## config.mk

```make
export PLATFORM = sky130hd
export DESIGN_NAME = ccs_front_flat
export DESIGN_NICKNAME = d
export VERILOG_FILES = /design/src/sv/ccs_pkg.sv /design/src/sv/ccs_stream_if.sv /design/src/sv/ccs_front.sv /design/src/flat_wrapper.sv
export SDC_FILE = /design/constraint.sdc
export NUM_CORES = 1
export LEC_CHECK = 0
export BUFFER_PORTS_ARGS = -buffer_cell sky130_fd_sc_hd__clkbuf_2
export CAP_MARGIN = 20
export CORE_UTILIZATION = 49
export DETAILED_ROUTE_END_ITERATION = 8
export GPL_TIMING_DRIVEN = 0
export HOLD_SLACK_MARGIN = 0.15
export PLACE_DENSITY_LB_ADDON = 0.2
export SYNTH_ARGS = -nofsm -noshare
export SYNTH_HDL_FRONTEND = slang
export SYNTH_SLANG_ARGS = --single-unit
export TNS_END_PERCENT = 1
```

## constraint.sdc

```tcl
create_clock -name clk -period 2.1 [get_ports clk]
set_input_delay 0.21 -clock clk [delete_from_list [all_inputs] [get_ports clk]]
set_output_delay 0.21 -clock clk [all_outputs]
set_load 0.05 [all_outputs]
```

## src/sv/ccs_pkg.sv

```systemverilog
// ----------------------------------------------------------------------------
// ccs_pkg: shared types and constants for the ChaCha byte stream cipher
// State matrix constants, config register indexes, queue entry type.
// ----------------------------------------------------------------------------
package ccs_pkg;

  localparam logic [31:0] SIGMA0 = 32'h61707865;
  localparam logic [31:0] SIGMA1 = 32'h3320646E;
  localparam logic [31:0] SIGMA2 = 32'h79622D32;
  localparam logic [31:0] SIGMA3 = 32'h6B206574;

  localparam int CFG_IDX_W = 3;
  localparam int CFG_DATA_W = 64;

  typedef enum logic [CFG_IDX_W-1:0] {
    REG_KEY_A  = 3'd0,
    REG_KEY_B  = 3'd1,
    REG_KEY_C  = 3'd2,
    REG_KEY_D  = 3'd3,
    REG_NONCE  = 3'd4,
    REG_DROUND = 3'd5
  } reg_idx_t;

  // Item handed from the front end to the keystream engine.
  typedef struct packed {
    logic [7:0] data;
    logic       last;
  } q_item_t;

  typedef enum logic [1:0] {
    ENG_IDLE,
    ENG_ROUND,
    ENG_FINAL,
    ENG_XOR
  } eng_state_t;

  typedef logic [31:0] word_t;

  function automatic word_t rotl(input word_t v, input int n);
    rotl = (v << n) | (v >> (32 - n));
  endfunction

  // One quarter-round on four words, returned as {a,b,c,d}.
  function automatic logic [127:0] qround(input word_t a, input word_t b,
                                          input word_t c, input word_t d);
    word_t ta, tb, tc, td;
    ta = a + b;   td = rotl(d ^ ta, 16);
    tc = c + td;  tb = rotl(b ^ tc, 12);
    ta = ta + tb; td = rotl(td ^ ta, 8);
    tc = tc + td; tb = rotl(tb ^ tc, 7);
    qround = {ta, tb, tc, td};
  endfunction

endpackage

```

## src/sv/ccs_stream_if.sv

```systemverilog
// ----------------------------------------------------------------------------
// ccs_stream_if: valid/ready channel carrying a byte and a last flag
// ----------------------------------------------------------------------------
interface ccs_stream_if;
  logic       valid;
  logic       ready;
  logic [7:0] data_byte;
  logic       last_of_message;

  modport source (output valid, output data_byte, output last_of_message,
                  input ready);
  modport sink   (input valid, input data_byte, input last_of_message,
                  output ready);
endinterface

```

## src/sv/ccs_front.sv

```systemverilog
// ----------------------------------------------------------------------------
// ccs_front: input item queue
// Two-entry FIFO between the input channel and the keystream engine.
// ----------------------------------------------------------------------------
module ccs_front
  import ccs_pkg::*;
(
  input  logic       clk,
  input  logic       rst,
  ccs_stream_if.sink in_ch,
  output logic       q_valid,
  output q_item_t    q_item,
  input  logic       q_pop
);
  q_item_t    mem [2];
  logic       wr_ptr;
  logic       rd_ptr;
  logic [1:0] count;
  logic       push;
  logic       pop;

  assign in_ch.ready = (count != 2'd2);
  assign push = in_ch.valid && in_ch.ready;
  assign q_valid = (count != 2'd0);
  assign pop = q_pop && q_valid;
  assign q_item = mem[rd_ptr];

  always_ff @(posedge clk) begin
    if (push) begin
      mem[wr_ptr] <= '{data: in_ch.data_byte, last: in_ch.last_of_message};
    end
    if (rst) begin
      wr_ptr <= 1'b0;
      rd_ptr <= 1'b0;
      count  <= 2'd0;
    end else begin
      if (push) wr_ptr <= ~wr_ptr;
      if (pop) rd_ptr <= ~rd_ptr;
      count <= count + {1'b0, push} - {1'b0, pop};
    end
  end
endmodule

```

## src/flat_wrapper.sv

```systemverilog
// flat-port wrapper written by rule: the top's interface ports become plain ports
module ccs_front_flat import ccs_pkg::*;
  (clk, rst, q_valid, q_item, q_pop, in_ch_valid, in_ch_data_byte, in_ch_last_of_message, in_ch_ready);
  ccs_stream_if in_ch_i ();
  input  logic clk;
  input  logic rst;
  output logic q_valid;
  output q_item_t q_item;
  input  logic q_pop;
  input wire logic [$bits(in_ch_i.valid)-1:0] in_ch_valid;
  input wire logic [$bits(in_ch_i.data_byte)-1:0] in_ch_data_byte;
  input wire logic [$bits(in_ch_i.last_of_message)-1:0] in_ch_last_of_message;
  output wire logic [$bits(in_ch_i.ready)-1:0] in_ch_ready;
  assign in_ch_i.valid = in_ch_valid;
  assign in_ch_i.data_byte = in_ch_data_byte;
  assign in_ch_i.last_of_message = in_ch_last_of_message;
  assign in_ch_ready = in_ch_i.ready;
  ccs_front u_core (.clk(clk), .rst(rst), .in_ch(in_ch_i), .q_valid(q_valid), .q_item(q_item), .q_pop(q_pop));
endmodule
```

==> metrics.txt <==
status=finished, final reports clean; largest net degree at the start of global routing=13; CTS HTree Levels=1; Pre-antenna DRT Iters=4; top post-synthesis cells by area=edfxtp_1 (61%), mux2_2 (11%), dfxtp_1 (11%); design area=1160 sq um; VDD IR max=0.723 mV; Fin Setup TNS=0 ps; Net Switching=0.000569 W; row count=14; Synth top area share=roughly three fifths; Worst Max-Slew Pin Slew=746 ps; Cell variety after synth=17; CP Class=flop to flop; post-layout min period=between 1500 and 2000 ps; Comb power frac=43.9%; 1st-iter DRT viols=2; ant diodes=0; Hold WS=roughly 180 ps; Vias=525; I/O pins=24; CP Max Fanout=9; initial antenna violation count=0; crit path DAT=around 1600 ps; core area=1590 sq um; FF+latch count, synth=23; antenna-violating nets left=0; clk buf depth=2; register area share after synthesis=between 70 and 80%; Die Ht=44.5 microns; crit end category=flop; internal power=~0.00086 W; RSZ-0062 raised after global routing=false; power density over the cells=1240 nW/um^2; CTS tree=done; Yosys top cell by area=edfxtp_1; Reg power frac=42.9%; input/output buffers=23; Ys Warns=0; Gates resized, CTS repair=0; Setup Skew=10.2 ps; crit share post-route=81.6%; Final Net Count=between 100 and 150; DR vias/cell=around 4.6; # DRC=0; WL per Instance=11.6 microns; vias in the first global route=between 500 and 600; CTS root buf=clkbuf_4; Area growth syn-to-layout=30.7%; final setup vio count=0; maximum clock rate=584 MHz; post-synth net total=69; Tot GR Track Use=15.8%; Avg Inst Size Synth=approximately 16 sq um; first-pass GRT wire length=approximately 2.1 mm; area of placed instances=1030 sq um; fraction of layout cells with a size suffix above 1=41.8%; CP Launch Type=flop; Cell Area, Synth=roughly 880 sq um; Starting Density=55.5%; die width=44.5 microns; Rel. slew slack=50.2%; Routed WL=1.33 mm; Final Max Slew Viols=0; # fillers=between 100 and 150; grt ovf=0; Cells after Synth=54; Worst Path Required=2030 ps; clock sinks=23; GP Congestion=0.655; Clock Latency Late Sink=290 ps; Clk pwr share=around an eighth; die area=1980 sq um; Hold/Removal Path Class=primary input to flop; final hold vios=0; Pleak=0.471 nW; cts bufs inserted=3; Max Cap Viol=0; Switching Fraction=39.8%; clock transition at the registers of the reported paths=120 ps
[through the flow]
stage          utilization, %  setup slack, ps  power [W]  std cells
3_5_place_dp             64.6              390    0.00124        101
2_1_floorplan               -              199    0.00112         54
4_1_cts                  72.5              361    0.00144        115
6_report                 72.5              387    0.00143        115
3_3_place_gp             64.6              380    0.00123        101
5_1_grt                  72.5              268    0.00151        115
[path summary, 6_finish.rpt]
kind	from	end	slack, ps	cells past startpoint
max	u_core.count[0]	u_core.mem[0][4]	390	3
min	in_ch_valid	u_core.wr_ptr	180	3
max reg2reg	u_core.count[0]	u_core.mem[0][4]	390	3
min reg2reg	u_core.wr_ptr	u_core.wr_ptr	510	2
[layout make-up]
class / instances / area, sq um / share of cell area, %
repair buffers: 33 / 215 / 18.6
well taps: 24 / 30.0 / 2.60
flip-flops and latches: 23 / 641 / 55.4
inverters: 2 / 7.51 / 0.649
plain buffers: 1 / 5.00 / 0.433
multi-input cells: 28 / 231 / 20.0
clock buffers: 4 / 26.3 / 2.27
[worst max-delay path, cell delays in order (launching register included)]
cell and delay, ps:
dfxtp_1 380, nand2b_1 190, and2_4 170, nor2b_1 600
[cell usage after synthesis]
cell,n
edfxtp_1,18
mux2_2,9
dfxtp_1,5
nor2_1,4
ha_1,2
inv_1,2
nand2b_1,2
nor2b_1,2
xnor2_1,2
and2_4,1
and3_1,1
buf_2,1
nand3_1,1
o21a_1,1
o21ai_1,1
or2_2,1
xor2_1,1
[cells in the final DEF (no fill, tap or decap)]
cell and instances:
dfxtp_1 5, xnor2_1 2, or2_2 1, dlygate4sd3_1 10, clkbuf_1 1, buf_2 1
ha_1 2, inv_1 2, xor2_1 1, clkbuf_2 23, o21a_1 1, o21ai_1 1
edfxtp_1 18, mux2_2 9, nor2_1 4, and2_4 1, and3_1 1, nand3_1 1
nand2b_1 2, nor2b_1 2, clkbuf_4 3
[logic make-up (layout without fill, tap and decap cells)]
group,Yosys count,in the layout,share of synthesized area [%]
buffers and inverters,3,40,1.41
AND/OR/NAND/NOR,12,12,7.50
multiplexers,9,9,11.5
flip-flops,23,23,72.4
AO/OA/AOI/OAI,2,2,1.41
XOR/XNOR,3,3,2.97
adder cells (fa/ha/maj),2,2,2.83
[power groups by stage]
stage                     sequential [W]  clock (W)  combinational, W
after global placement          0.000621          0          0.000611
final                           0.000614   0.000187          0.000628
after global routing            0.000624   0.000215          0.000673
after CTS                       0.000615   0.000195          0.000634
after floorplan                 0.000616          0          0.000508
after detailed placement        0.000626          0          0.000618
[state kept, by name, indices dropped and copies added, names as in the netlist, named ones only]
name           cells
u_core.mem        18
u_core.count       2
u_core.rd_ptr      1
u_core.wr_ptr      1
[layer usage]
layer | vias to the layer above | track usage [%] | share of wire [%]
li1 | 271 | - | -
met1 | 239 | 18.1 | 44
met2 | 13 | 27.1 | 51
met3 | 2 | 3.67 | 3.4
met4 | 0 | 9.09 | 1.1
met5 | - | 0 | 0
[repair_timing]
item,CTS,global route
hold buffers,10,0
endpoints found under the hold margin,22,0
buffers inserted,0,0
Note: power is estimated with default switching activity, not from simulation.
